$ cat src/rtl/iuh_pkg.sv
// ----------------------------------------------------------------------------
// IPL upload host handshake - shared package
// Transaction payload types and command, status and handshake byte codes.
// ----------------------------------------------------------------------------
package iuh_pkg;

    // Command modes
    localparam logic [2:0] MODE_BEGIN_BLOCK = 3'd0;
    localparam logic [2:0] MODE_DATA_BYTE   = 3'd1;
    localparam logic [2:0] MODE_START_EXEC  = 3'd2;
    localparam logic [2:0] MODE_READBACK    = 3'd3;
    localparam logic [2:0] MODE_RESTART     = 3'd4;

    // Result status codes
    localparam logic [1:0] ST_ACCEPTED = 2'd0;
    localparam logic [1:0] ST_WAITING  = 2'd1;
    localparam logic [1:0] ST_MATCHED  = 2'd2;
    localparam logic [1:0] ST_REJECTED = 2'd3;

    // Partner port numbers
    localparam logic [1:0] PORT_KICK   = 2'd0;
    localparam logic [1:0] PORT_DATA   = 2'd1;
    localparam logic [1:0] PORT_ADDR_L = 2'd2;
    localparam logic [1:0] PORT_ADDR_H = 2'd3;

    // Handshake bytes
    localparam logic [7:0] BOOT_SIG_P0 = 8'hAA;
    localparam logic [7:0] BOOT_SIG_P1 = 8'hBB;
    localparam logic [7:0] FIRST_KICK  = 8'hCC;
    localparam logic [7:0] KICK_STEP   = 8'd2;

    // Command transaction
    typedef struct packed {
        logic [2:0]  mode;
        logic [15:0] address;
        logic [7:0]  data_byte;
        logic        last_in_block;
        logic        read_port;
        logic [7:0]  read_value;
    } t_cmd;

    // Result transaction
    typedef struct packed {
        logic       is_write;
        logic [1:0] port;
        logic [7:0] value;
        logic       partner_reset;
        logic [1:0] status;
        logic       last;
    } t_res;

endpackage

$ cat src/rtl/iuh_chan_if.sv
// ----------------------------------------------------------------------------
// IPL upload host handshake - stream channel
// Valid/ready channel carrying one payload transaction per handshake.
// ----------------------------------------------------------------------------
interface iuh_chan_if #(
    parameter type t_payload = logic
);
    logic     valid;
    logic     ready;
    t_payload payload;

    modport source (output valid, output payload, input ready);
    modport sink   (input valid, input payload, output ready);
endinterface

$ cat src/rtl/ipl_upload_host_handshake_unit.sv
// ----------------------------------------------------------------------------
// IPL upload host handshake unit
// Host side of the four-port boot-loader upload handshake: turns commands and
// readback values into bursts of partner port writes or status results.
// ----------------------------------------------------------------------------
//  channel  | dir | payload | meaning
//  ---------+-----+---------+----------------------------------------------
//  i_cmd    | in  | t_cmd   | host command or value read back from partner
//  o_res    | out | t_res   | port write or status, last marks end of burst
//
//  An accepted command is decoded in the cycle it arrives and its whole burst
//  is loaded into the result register; results then leave at one per cycle
//  while o_res is ready. A command yields 1 result (status or partner reset),
//  2 (data byte) or 4 (begin block, start execution). The next command is
//  taken in the cycle the last result of the burst is taken. Synchronous
//  active-low reset empties the result register and returns to waiting for
//  the partner boot signature.
// ----------------------------------------------------------------------------
module ipl_upload_host_handshake_unit
    import iuh_pkg::*;
(
    input  logic i_clk,
    input  logic i_rst_n,
    iuh_chan_if.sink   i_cmd,
    iuh_chan_if.source o_res
);

    localparam int BURST_DEPTH = 4;
    localparam int CNT_W       = $clog2(BURST_DEPTH + 1);

    typedef enum logic [2:0] {
        PH_WAIT_AA,
        PH_WAIT_BB,
        PH_READY,
        PH_WAIT_KICK,
        PH_IN_BLOCK,
        PH_WAIT_DATA,
        PH_WAIT_DATA_END,
        PH_WAIT_START
    } t_phase;

    function automatic t_res mk_res(logic w, logic [1:0] p, logic [7:0] v,
                                    logic prst, logic [1:0] st, logic lst);
        t_res r;
        r.is_write      = w;
        r.port          = p;
        r.value         = v;
        r.partner_reset = prst;
        r.status        = st;
        r.last          = lst;
        return r;
    endfunction

    t_phase           r_phase, n_phase;
    logic             r_first, n_first;
    logic [7:0]       r_expect, n_expect;
    logic [7:0]       r_index, n_index;
    logic [7:0]       r_last_p0, n_last_p0;
    t_res             r_buf [BURST_DEPTH];
    t_res             n_buf [BURST_DEPTH];
    logic [CNT_W-1:0] r_cnt, n_cnt;

    logic       s_in_take;
    logic       s_out_take;
    logic       s_idle;
    logic [7:0] s_kick_inc;
    logic [7:0] s_kick;
    t_cmd       s_cmd;

    // Handshake: take a command once the burst is gone or leaving now
    assign s_out_take    = o_res.valid && o_res.ready;
    assign i_cmd.ready   = (r_cnt == '0) ||
                           ((r_cnt == CNT_W'(1)) && o_res.ready);
    assign s_in_take     = i_cmd.valid && i_cmd.ready;
    assign o_res.valid   = (r_cnt != '0);
    assign o_res.payload = r_buf[0];
    assign s_cmd         = i_cmd.payload;

    // Kick value for begin block and start execution
    assign s_idle     = (r_phase == PH_READY) || (r_phase == PH_IN_BLOCK);
    assign s_kick_inc = r_last_p0 + KICK_STEP;
    assign s_kick     = r_first ? FIRST_KICK : s_kick_inc;

    // Decode command, update handshake state and build the result burst
    always_comb begin
        n_phase   = r_phase;
        n_first   = r_first;
        n_expect  = r_expect;
        n_index   = r_index;
        n_last_p0 = r_last_p0;
        n_cnt     = r_cnt;
        n_buf     = r_buf;

        // advance the burst
        if (s_out_take) begin
            for (int i = 0; i < BURST_DEPTH - 1; i++) begin
                n_buf[i] = r_buf[i + 1];
            end
            n_cnt = r_cnt - CNT_W'(1);
        end

        if (s_in_take) begin
            n_cnt    = CNT_W'(1);
            n_buf[0] = mk_res(1'b0, PORT_KICK, 8'd0, 1'b0, ST_REJECTED, 1'b1);
            unique case (s_cmd.mode)
                MODE_BEGIN_BLOCK: begin
                    if (s_idle) begin
                        n_first  = 1'b0;
                        n_index  = 8'd0;
                        n_phase  = PH_WAIT_KICK;
                        n_cnt    = CNT_W'(4);
                        n_buf[0] = mk_res(1'b1, PORT_DATA, 8'd1, 1'b0,
                                          ST_ACCEPTED, 1'b0);
                        n_buf[1] = mk_res(1'b1, PORT_ADDR_L, s_cmd.address[7:0],
                                          1'b0, ST_ACCEPTED, 1'b0);
                        n_buf[2] = mk_res(1'b1, PORT_ADDR_H, s_cmd.address[15:8],
                                          1'b0, ST_ACCEPTED, 1'b0);
                        // replace a zero kick by one
                        if (!r_first && s_kick_inc == 8'd0) begin
                            n_expect = 8'd1;
                        end else begin
                            n_expect = s_kick;
                        end
                        n_buf[3] = mk_res(1'b1, PORT_KICK, n_expect, 1'b0,
                                          ST_ACCEPTED, 1'b1);
                    end
                end
                MODE_DATA_BYTE: begin
                    if (r_phase == PH_IN_BLOCK) begin
                        n_expect = r_index;
                        n_index  = r_index + 8'd1;
                        n_phase  = s_cmd.last_in_block ? PH_WAIT_DATA_END
                                                       : PH_WAIT_DATA;
                        n_cnt    = CNT_W'(2);
                        n_buf[0] = mk_res(1'b1, PORT_DATA, s_cmd.data_byte, 1'b0,
                                          ST_ACCEPTED, 1'b0);
                        n_buf[1] = mk_res(1'b1, PORT_KICK, r_index, 1'b0,
                                          ST_ACCEPTED, 1'b1);
                    end
                end
                MODE_START_EXEC: begin
                    if (s_idle) begin
                        n_first  = 1'b0;
                        n_expect = s_kick;
                        n_phase  = PH_WAIT_START;
                        n_cnt    = CNT_W'(4);
                        n_buf[0] = mk_res(1'b1, PORT_DATA, 8'd0, 1'b0,
                                          ST_ACCEPTED, 1'b0);
                        n_buf[1] = mk_res(1'b1, PORT_ADDR_L, s_cmd.address[7:0],
                                          1'b0, ST_ACCEPTED, 1'b0);
                        n_buf[2] = mk_res(1'b1, PORT_ADDR_H, s_cmd.address[15:8],
                                          1'b0, ST_ACCEPTED, 1'b0);
                        n_buf[3] = mk_res(1'b1, PORT_KICK, s_kick, 1'b0,
                                          ST_ACCEPTED, 1'b1);
                    end
                end
                MODE_READBACK: begin
                    n_buf[0].status = ST_WAITING;
                    unique case (r_phase)
                        PH_WAIT_AA: begin
                            if (!s_cmd.read_port && s_cmd.read_value == BOOT_SIG_P0) begin
                                n_last_p0       = BOOT_SIG_P0;
                                n_phase         = PH_WAIT_BB;
                                n_buf[0].status = ST_MATCHED;
                            end
                        end
                        PH_WAIT_BB: begin
                            if (s_cmd.read_port && s_cmd.read_value == BOOT_SIG_P1) begin
                                n_phase         = PH_READY;
                                n_buf[0].status = ST_MATCHED;
                            end
                        end
                        PH_WAIT_KICK, PH_WAIT_DATA,
                        PH_WAIT_DATA_END, PH_WAIT_START: begin
                            if (!s_cmd.read_port && s_cmd.read_value == r_expect) begin
                                n_last_p0       = s_cmd.read_value;
                                n_buf[0].status = ST_MATCHED;
                                if (r_phase == PH_WAIT_KICK || r_phase == PH_WAIT_DATA) begin
                                    n_phase = PH_IN_BLOCK;
                                end else begin
                                    n_phase = PH_READY;
                                end
                            end
                        end
                        PH_READY, PH_IN_BLOCK: begin
                            n_buf[0].status = ST_ACCEPTED;
                            if (!s_cmd.read_port) begin
                                n_last_p0 = s_cmd.read_value;
                            end
                        end
                    endcase
                end
                MODE_RESTART: begin
                    n_first  = 1'b1;
                    n_phase  = PH_WAIT_AA;
                    n_index  = 8'd0;
                    n_expect = 8'd0;
                    n_buf[0] = mk_res(1'b0, PORT_KICK, 8'd0, 1'b1,
                                      ST_ACCEPTED, 1'b1);
                end
                default: begin
                    // undefined modes keep the rejected status
                end
            endcase
        end
    end

    // Hold state and the result register
    always_ff @(posedge i_clk) begin
        r_buf <= n_buf;
        if (!i_rst_n) begin
            r_phase   <= PH_WAIT_AA;
            r_first   <= 1'b1;
            r_expect  <= 8'd0;
            r_index   <= 8'd0;
            r_last_p0 <= 8'd0;
            r_cnt     <= '0;
        end else begin
            r_phase   <= n_phase;
            r_first   <= n_first;
            r_expect  <= n_expect;
            r_index   <= n_index;
            r_last_p0 <= n_last_p0;
            r_cnt     <= n_cnt;
        end
    end

endmodule

$ cat src/flat_wrapper.sv
// flat-port wrapper written by rule: the top's interface ports become plain ports
module ipl_upload_host_handshake_unit_flat import iuh_pkg::*;
  (i_clk, i_rst_n, i_cmd_valid, i_cmd_payload, i_cmd_ready, o_res_valid, o_res_payload, o_res_ready);
  iuh_chan_if #(.t_payload(t_cmd)) i_cmd_i ();
  iuh_chan_if #(.t_payload(t_res)) o_res_i ();
  input  logic i_clk;
  input  logic i_rst_n;
  input wire logic [$bits(i_cmd_i.valid)-1:0] i_cmd_valid;
  input wire logic [$bits(i_cmd_i.payload)-1:0] i_cmd_payload;
  output wire logic [$bits(i_cmd_i.ready)-1:0] i_cmd_ready;
  output wire logic [$bits(o_res_i.valid)-1:0] o_res_valid;
  output wire logic [$bits(o_res_i.payload)-1:0] o_res_payload;
  input wire logic [$bits(o_res_i.ready)-1:0] o_res_ready;
  assign i_cmd_i.valid = i_cmd_valid;
  assign i_cmd_i.payload = i_cmd_payload;
  assign i_cmd_ready = i_cmd_i.ready;
  assign o_res_valid = o_res_i.valid;
  assign o_res_payload = o_res_i.payload;
  assign o_res_i.ready = o_res_ready;
  ipl_upload_host_handshake_unit u_core (.i_clk(i_clk), .i_rst_n(i_rst_n), .i_cmd(i_cmd_i), .o_res(o_res_i));
endmodule
$ cat config.mk
export PLATFORM = sky130hd
export DESIGN_NAME = ipl_upload_host_handshake_unit_flat
export DESIGN_NICKNAME = d
export VERILOG_FILES = /design/src/rtl/iuh_pkg.sv /design/src/rtl/iuh_chan_if.sv /design/src/rtl/ipl_upload_host_handshake_unit.sv /design/src/flat_wrapper.sv
export SDC_FILE = /design/constraint.sdc
export NUM_CORES = 1
export LEC_CHECK = 0
export BUFFER_PORTS_ARGS = -buffer_cell sky130_fd_sc_hd__buf_2
export CAP_MARGIN = 20
export CORE_UTILIZATION = 40
export CTS_CLUSTER_SIZE = 30
export DETAILED_ROUTE_END_ITERATION = 6
export PLACE_DENSITY = 0.6
export SLEW_MARGIN = 20
export SYNTH_ARGS = -nofsm -noshare
export SYNTH_HDL_FRONTEND = slang
export SYNTH_SLANG_ARGS = --single-unit
$ cat constraint.sdc
create_clock -name i_clk -period 2.61 [get_ports i_clk]
set_clock_uncertainty 0.05 [all_clocks]
set_input_delay 0 -clock i_clk [delete_from_list [all_inputs] [get_ports i_clk]]
set_output_delay 0 -clock i_clk [all_outputs]
set_load 0.03 [all_outputs]
# ---- Yosys cells after proc, flatten, opt, wreduce, memory -nomap -nowiden
# Cells that the tools add are included.
dict set report word_totals {
  regBits 91
  word_cells 136
  out_inout_bits 17
  in_bits 41
}
dict set report classes {
  muxes 44
  eq_ne 26
  n_addsub 3
  reduce_logical 33
}
# cell n
set ops {}
lappend ops {{two-way mux 60 bit} 3}
lappend ops {{two-way mux 8 bit} 10}
lappend ops {{case mux 30 bit (2 select lines)} 1}
lappend ops {{case mux 12 bit (4 select lines)} 1}
lappend ops {{case mux 8 bit (3 select lines)} 2}
lappend ops {{two-way mux 45 bit} 1}
lappend ops {{case mux 15 bit (3 select lines)} 1}
lappend ops {{case mux 8 bit (4 select lines)} 1}
lappend ops {{two-way mux 3 bit} 10}
lappend ops {{two-way mux 30 bit} 1}
lappend ops {{equality test 8 bit (second input constant)} 2}
lappend ops {{equality test 3 bit (second input constant)} 5}
lappend ops {{case mux 3 bit (5 select lines)} 1}
lappend ops {{equality test 3 x 2 -> 1 bit (second input constant)} 4}
lappend ops {{inequality test 2 x 1 -> 1 bit (second input constant)} 6}
lappend ops {{two-way mux 2 bit} 5}
lappend ops {{case mux 2 bit (5 select lines)} 1}
lappend ops {{equality test 3 x 1 -> 1 bit (second input constant)} 3}
lappend ops {{zero test 3 bit} 3}
lappend ops {{inequality test 3 x 2 -> 1 bit (second input constant)} 3}
lappend ops {{case mux 3 bit (3 select lines)} 1}
lappend ops {{AND reduction 9 bit} 1}
lappend ops {{nonzero test 3 bit} 3}
lappend ops {{adder 8 x 1 -> 8 bit (second input constant)} 1}
lappend ops {{23 further kinds} 36}

# ---- Logic depth before layout (Yosys ltp)
dict set report depth {
  word_depth 7
  ltp_mapped 8
  depth_no_buf 7
}

# ---- Least setup slack after synthesis
# No wires, ideal clock.
dict set report synth_path {
  path_type {register to register}
  startpoint {register u_core.r_cnt[0]}
  endpoint {register u_core.r_buf, in the netlist u_core.o_res.payload[0], enable pin}
  setup_time_ns 0.357
  period_less_slack_ns 2.135
  slack_ns 0.475
  path_stages_with_launch 7
  arrival_time_ns 1.728
  t_required_ns 2.203
  path_buffers 1
  cell_sequence {dfxtp_1 -> inv_1 -> ha_1 -> a21oi_1 -> or2_2 -> clkbuf_1 -> nand2_1}
}
dict set report synth_via {
  elab_chain_len 5
  word_cells_on_any_way 8
  classes_between {1 x eq/ne; 7 x reduce/logical}
}
# item line
set synth_rtl {}
lappend synth_rtl {{from (decl)} ipl_upload_host_handshake_unit.sv:61} ;# logic [CNT_W-1:0] r_cnt, n_cnt;
lappend synth_rtl {{from (signal assigned)} ipl_upload_host_handshake_unit.sv:224} ;# r_cnt <= n_cnt;
lappend synth_rtl {{equality test 3 x 1 -> 1 bit} ipl_upload_host_handshake_unit.sv:73} ;# ((r_cnt == CNT_W'(1)) && o_res.ready);
lappend synth_rtl {{logical AND 1 bit} ipl_upload_host_handshake_unit.sv:73}
lappend synth_rtl {{logical OR 1 bit} ipl_upload_host_handshake_unit.sv:72} ;# assign i_cmd.ready = (r_cnt == '0) ||
lappend synth_rtl {{logical AND 1 bit} ipl_upload_host_handshake_unit.sv:74} ;# assign s_in_take = i_cmd.valid && i_cmd.ready;
lappend synth_rtl {{nonzero test 2 bit (no line) (*)} -}
lappend synth_rtl {{to (signal assigned)} ipl_upload_host_handshake_unit.sv:210} ;# r_buf <= n_buf;
lappend synth_rtl {{to (decl)} ipl_upload_host_handshake_unit.sv:59} ;# t_res r_buf [BURST_DEPTH];
# Mark *: on every way between the ends. The rest lies on a longest branch, timed or not.
# A chain may end at the register's enable or synchronous reset.

# ---- Final worst setup path
dict set report layout_path {
  startpoint {register u_core.r_cnt[0]}
  endpoint {register u_core.r_buf, in the netlist u_core.o_res.payload[2], enable pin}
}
# The elaborated chain is that of the path after synthesis.

==> run_results.csv <==
group,metric,value,unit
synth,synth_cell_type_count,63,
power,switching_power,1.487,mW
global_routing,grt_overflow,0,
detailed_routing,num_vias,3797,
sta,max_freq,440.3,MHz
sta,slew_headroom,55.28,%
floorplan,die_w,106.9,um
global_routing,grtUsageTotal,21.12,%
synth,syn-num-nets,536,
setup_path,cp_data_required_time,2.54,ns
setup_path,cp-end-kind,"flip-flop",
floorplan,io_pins,58,
final_layout,multi_input_area,2172,um2
job,cap_violations,0,
power,power.leakage,2.152,nW
sta,finalSetupViolCount,0,
synth,synth_seq_cells,85,
sta,worstMarginPinSlew,0.6683,ns
setup_path,critPathArrivalTime,2.20,ns
sta,drv_slew,0,
global_routing,grt_max_degree,32,
detailed_routing,dr.pass1.iters,5,
clock_network,cts_buffer_depth,2,
clock_network,cts_max_level,3,
setup_path,path_buf_inv,1,
global_routing,grt_pass1_wl,18470,um
synth,synth_top_family_by_area,"compound AO/OA/AOI/OAI gates",
sta,rsz0062_at_grt,"false",
detailed_routing,via_per_inst,5.440,
power,seqPwrFrac,46.2,%
global_routing,grt.met3_usage,3.708,%
detailed_routing,routed_wl,11410,um
setup_path,critPathKind,"flip-flop to flip-flop",
clock_network,clk_latency,0.36,ns
power,powerDensity,761.1,nW/um2
synth,synthAdderAreaFrac,1.421,%
setup_path,cp_slowest_cell,"nand2_1",
synth,synth_mux_area_share,3.865,%
synth,avgSynthCellArea,8.986,um2
setup_path,critPathTopFamily,"simple AND/OR/NAND/NOR gates",
clock_network,clockRootBuffer,"clkbuf_8",
global_routing,grt_use_met2,35.07,%
floorplan,die-area,11430,um2
setup_path,worstSetupStartpointType,"flip-flop",
outcome,status,"complete, no violations",
clock_network,ctsHoldBuffers,31,
power,max-vdd-ir-drop,0.3632,mV
placement,portBuffers,57,
synth,synth-edff-count,24,
global_routing,grt_pass1_vias,3528,
final_layout,drive_gt1_share,17.26,%
synth,synth_xor_area_share,3.779,%
clock_network,postCtsSetupBuffers,0,
final_layout,regArea,1942,um2
sta,fin_crit_sh,87.03,%
detailed_routing,drc_errors,0,
global_routing,gr-usage-met1,28.53,%
global_routing,grt.busiest_layer,"met2",
power,switching_share,37.43,%
power,power,3.971,mW
setup_path,worstPathCellList,"inv_1 -> ha_1 -> a21oi_1 -> or2_2 -> nand2_1",
sta,hold_violations,0,
final_layout,fillers,1002,
synth,yosysWarnings,0,
power,clock_power_share,23.7,%
synth,netlist_area,4403,um2
detailed_routing,drt-initial-drc-count,274,
detailed_routing,wl_per_cell,16.35,um
setup_path,worstPathMaxFanout,15,
power,p_comb_share,30.1,%
synth,synth_top_flop_cell,"dfxtp_1",
final_layout,area_delta_synth_final,18.50,%
sta,finalSetupTns,0,ns
synth,synth_compound_area_share,20.55,%
synth,netlist_instances,490,
sta,hold_ws,0.02932,ns
hold_path,hp-class,"primary input to flip-flop",
setup_path,slowest_delay,0.44,ns
clock_network,numCtsBuffers,9,
placement,gp_congestion,0.8846,
clock_network,cts.sinks,85,
floorplan,coreArea,10510,um2
sta,post-route-min-period,2.271,ns
floorplan,start_util,41.90,%
clock_network,post_cts_resized,0,
clock_network,tritoncts,"yes",
clock_network,cts.clk_slew.worst_paths,0.10,ns
detailed_routing,drt.antenna.violating_nets,0,
final_layout,antenna_cells,0,
synth,async_reset_ff_share,0,%
global_routing,antenna_found_initial,0,
floorplan,fp.dieH,106.9,um
power,p_int,2.485,mW
synth,synthSimpleGateAreaFrac,19.72,%
placement,dpl.hpwl,8312,um
synth,ys_seq_area_share,44.10,%
final_layout,nets,603,
floorplan,num_rows,37,
[layer usage]
metal / wire [um] / part of all wire (%)
met5: 0 / 0
met4: 113 / 0.99
met3: 591 / 5.2
met2: 5292 / 46
met1: 5412 / 47
[tightest hold or removal path, stage by stage]
cell and delay [ns]:
buf_2 0.11, nor2_1 0.05, nand3_1 0.10, o211a_1 0.15
[logic make-up after synthesis]
family / count (synthesis)
AOI/OAI and AO/OA: 127
xor gates and xnor gates: 19
adders and majority gates: 5
buffers and inverters: 55
DFF: 85
muxes: 17
and+or+nand+nor: 182
[registers in the layout, indices dropped and copies added (netlist names)]
name,cells
u_core.r_last_p0,8
u_core.r_first,1
u_core.r_index,8
u_core.r_cnt,3
u_core.r_phase,3
u_core.r_buf,39
u_core.r_expect,8
u_core.o_res.payload,15
[cell usage in the layout, fill, tap and decap left out, drive strengths merged, types with 5 or more instances in the layout]
master / count
a22oi: 9
dlygate4sd3: 31
edfxtp: 24
buf: 70
nand3: 17
o21ai: 16
o211a: 9
a22o: 7
nor3: 8
clkbuf: 9
xor2: 10
dfxtp: 61
a21oi: 23
o22ai: 10
nand2: 65
and3: 8
inv: 13
nor2: 49
o211ai: 8
xnor2: 9
a31oi: 18
ha: 5
mux2i: 17
nand2b: 6
[metrics by stage]
step	utilization (%)	cell area [um2]	instances	worst slack [ns]
after global placement	44.77	4705	651	0.4198
after global routing	49.65	5218	698	0.1503
after detailed placement	44.77	4705	651	0.3294
after CTS	49.65	5218	698	0.3096
final	49.65	5218	698	0.3386
after floorplan	-	4403	490	0.4746
[cell usage after synthesis, types with 2 or more instances]
cell / instances / area [um2]
o31ai_1: 3 / 22.52
mux2i_1: 17 / 170.2
buf_1: 2 / 7.510
o211a_1: 9 / 90.09
o211ai_1: 8 / 60.06
or3_1: 4 / 25.02
nand2_1: 65 / 244.0
nand3b_1: 4 / 30.03
buf_2: 6 / 30.03
xor2_1: 10 / 87.58
clkbuf_1: 19 / 71.32
edfxtp_1: 24 / 720.7
nand2b_1: 6 / 37.54
buf_4: 16 / 120.1
nor2_1: 48 / 180.2
nand4_1: 2 / 12.51
o21a_1: 2 / 15.01
ha_1: 5 / 62.56
nor3_1: 7 / 35.03
and2_1: 4 / 25.02
a22o_1: 7 / 61.31
a32oi_1: 2 / 17.52
nor3b_1: 2 / 15.01
inv_1: 10 / 37.54
a21o_1: 4 / 30.03
a31oi_1: 18 / 112.6
o221ai_1: 2 / 17.52
nor4_1: 2 / 12.51
xnor2_1: 9 / 78.83
or2_2: 2 / 12.51
buf_6: 2 / 22.52
a22oi_1: 9 / 67.56
a21oi_1: 21 / 105.1
nand3_1: 17 / 85.08
a211o_1: 2 / 17.52
a211oi_1: 2 / 15.01
or4_1: 2 / 15.01
o22ai_1: 10 / 62.56
o2111ai_1: 2 / 17.52
and3_1: 8 / 50.05
o21ai_0: 14 / 70.07
dfxtp_1: 61 / 1221
[path summary, 6_finish.rpt]
kind                     from                 endpoint  slack [ns]  depth (start not counted)
min          i_cmd_payload[3]      u_core.r_last_p0[3]        0.03                          4
min reg2reg  u_core.r_buf[28]         u_core.r_buf[28]        0.41                          2
max           u_core.r_cnt[0]  u_core.o_res.payload[2]        0.34                          5
max reg2reg   u_core.r_cnt[0]  u_core.o_res.payload[2]        0.34                          5
[power by group through the flow]
| stage | registers [mW] | clock network, mW | logic, mW |
|---|---|---|---|
| 2_1_floorplan | 1.79 | 0 | 0.986 |
| 3_3_place_gp | 1.86 | 0 | 1.14 |
| 3_5_place_dp | 1.87 | 0 | 1.16 |
| 4_1_cts | 1.84 | 0.959 | 1.20 |
| 5_1_grt | 1.86 | 1.02 | 1.31 |
| 6_report | 1.83 | 0.939 | 1.20 |
[cell type report]
class / instances / area share, %
clock inverter: 7 / 1.511
inverter: 10 / 0.7194
sequential: 85 / 37.22
clock buffer: 9 / 2.374
timing repair buffer: 101 / 13.29
tap: 136 / 3.261
multi-input combinational: 350 / 41.63
(Power assumes the default switching activity.)
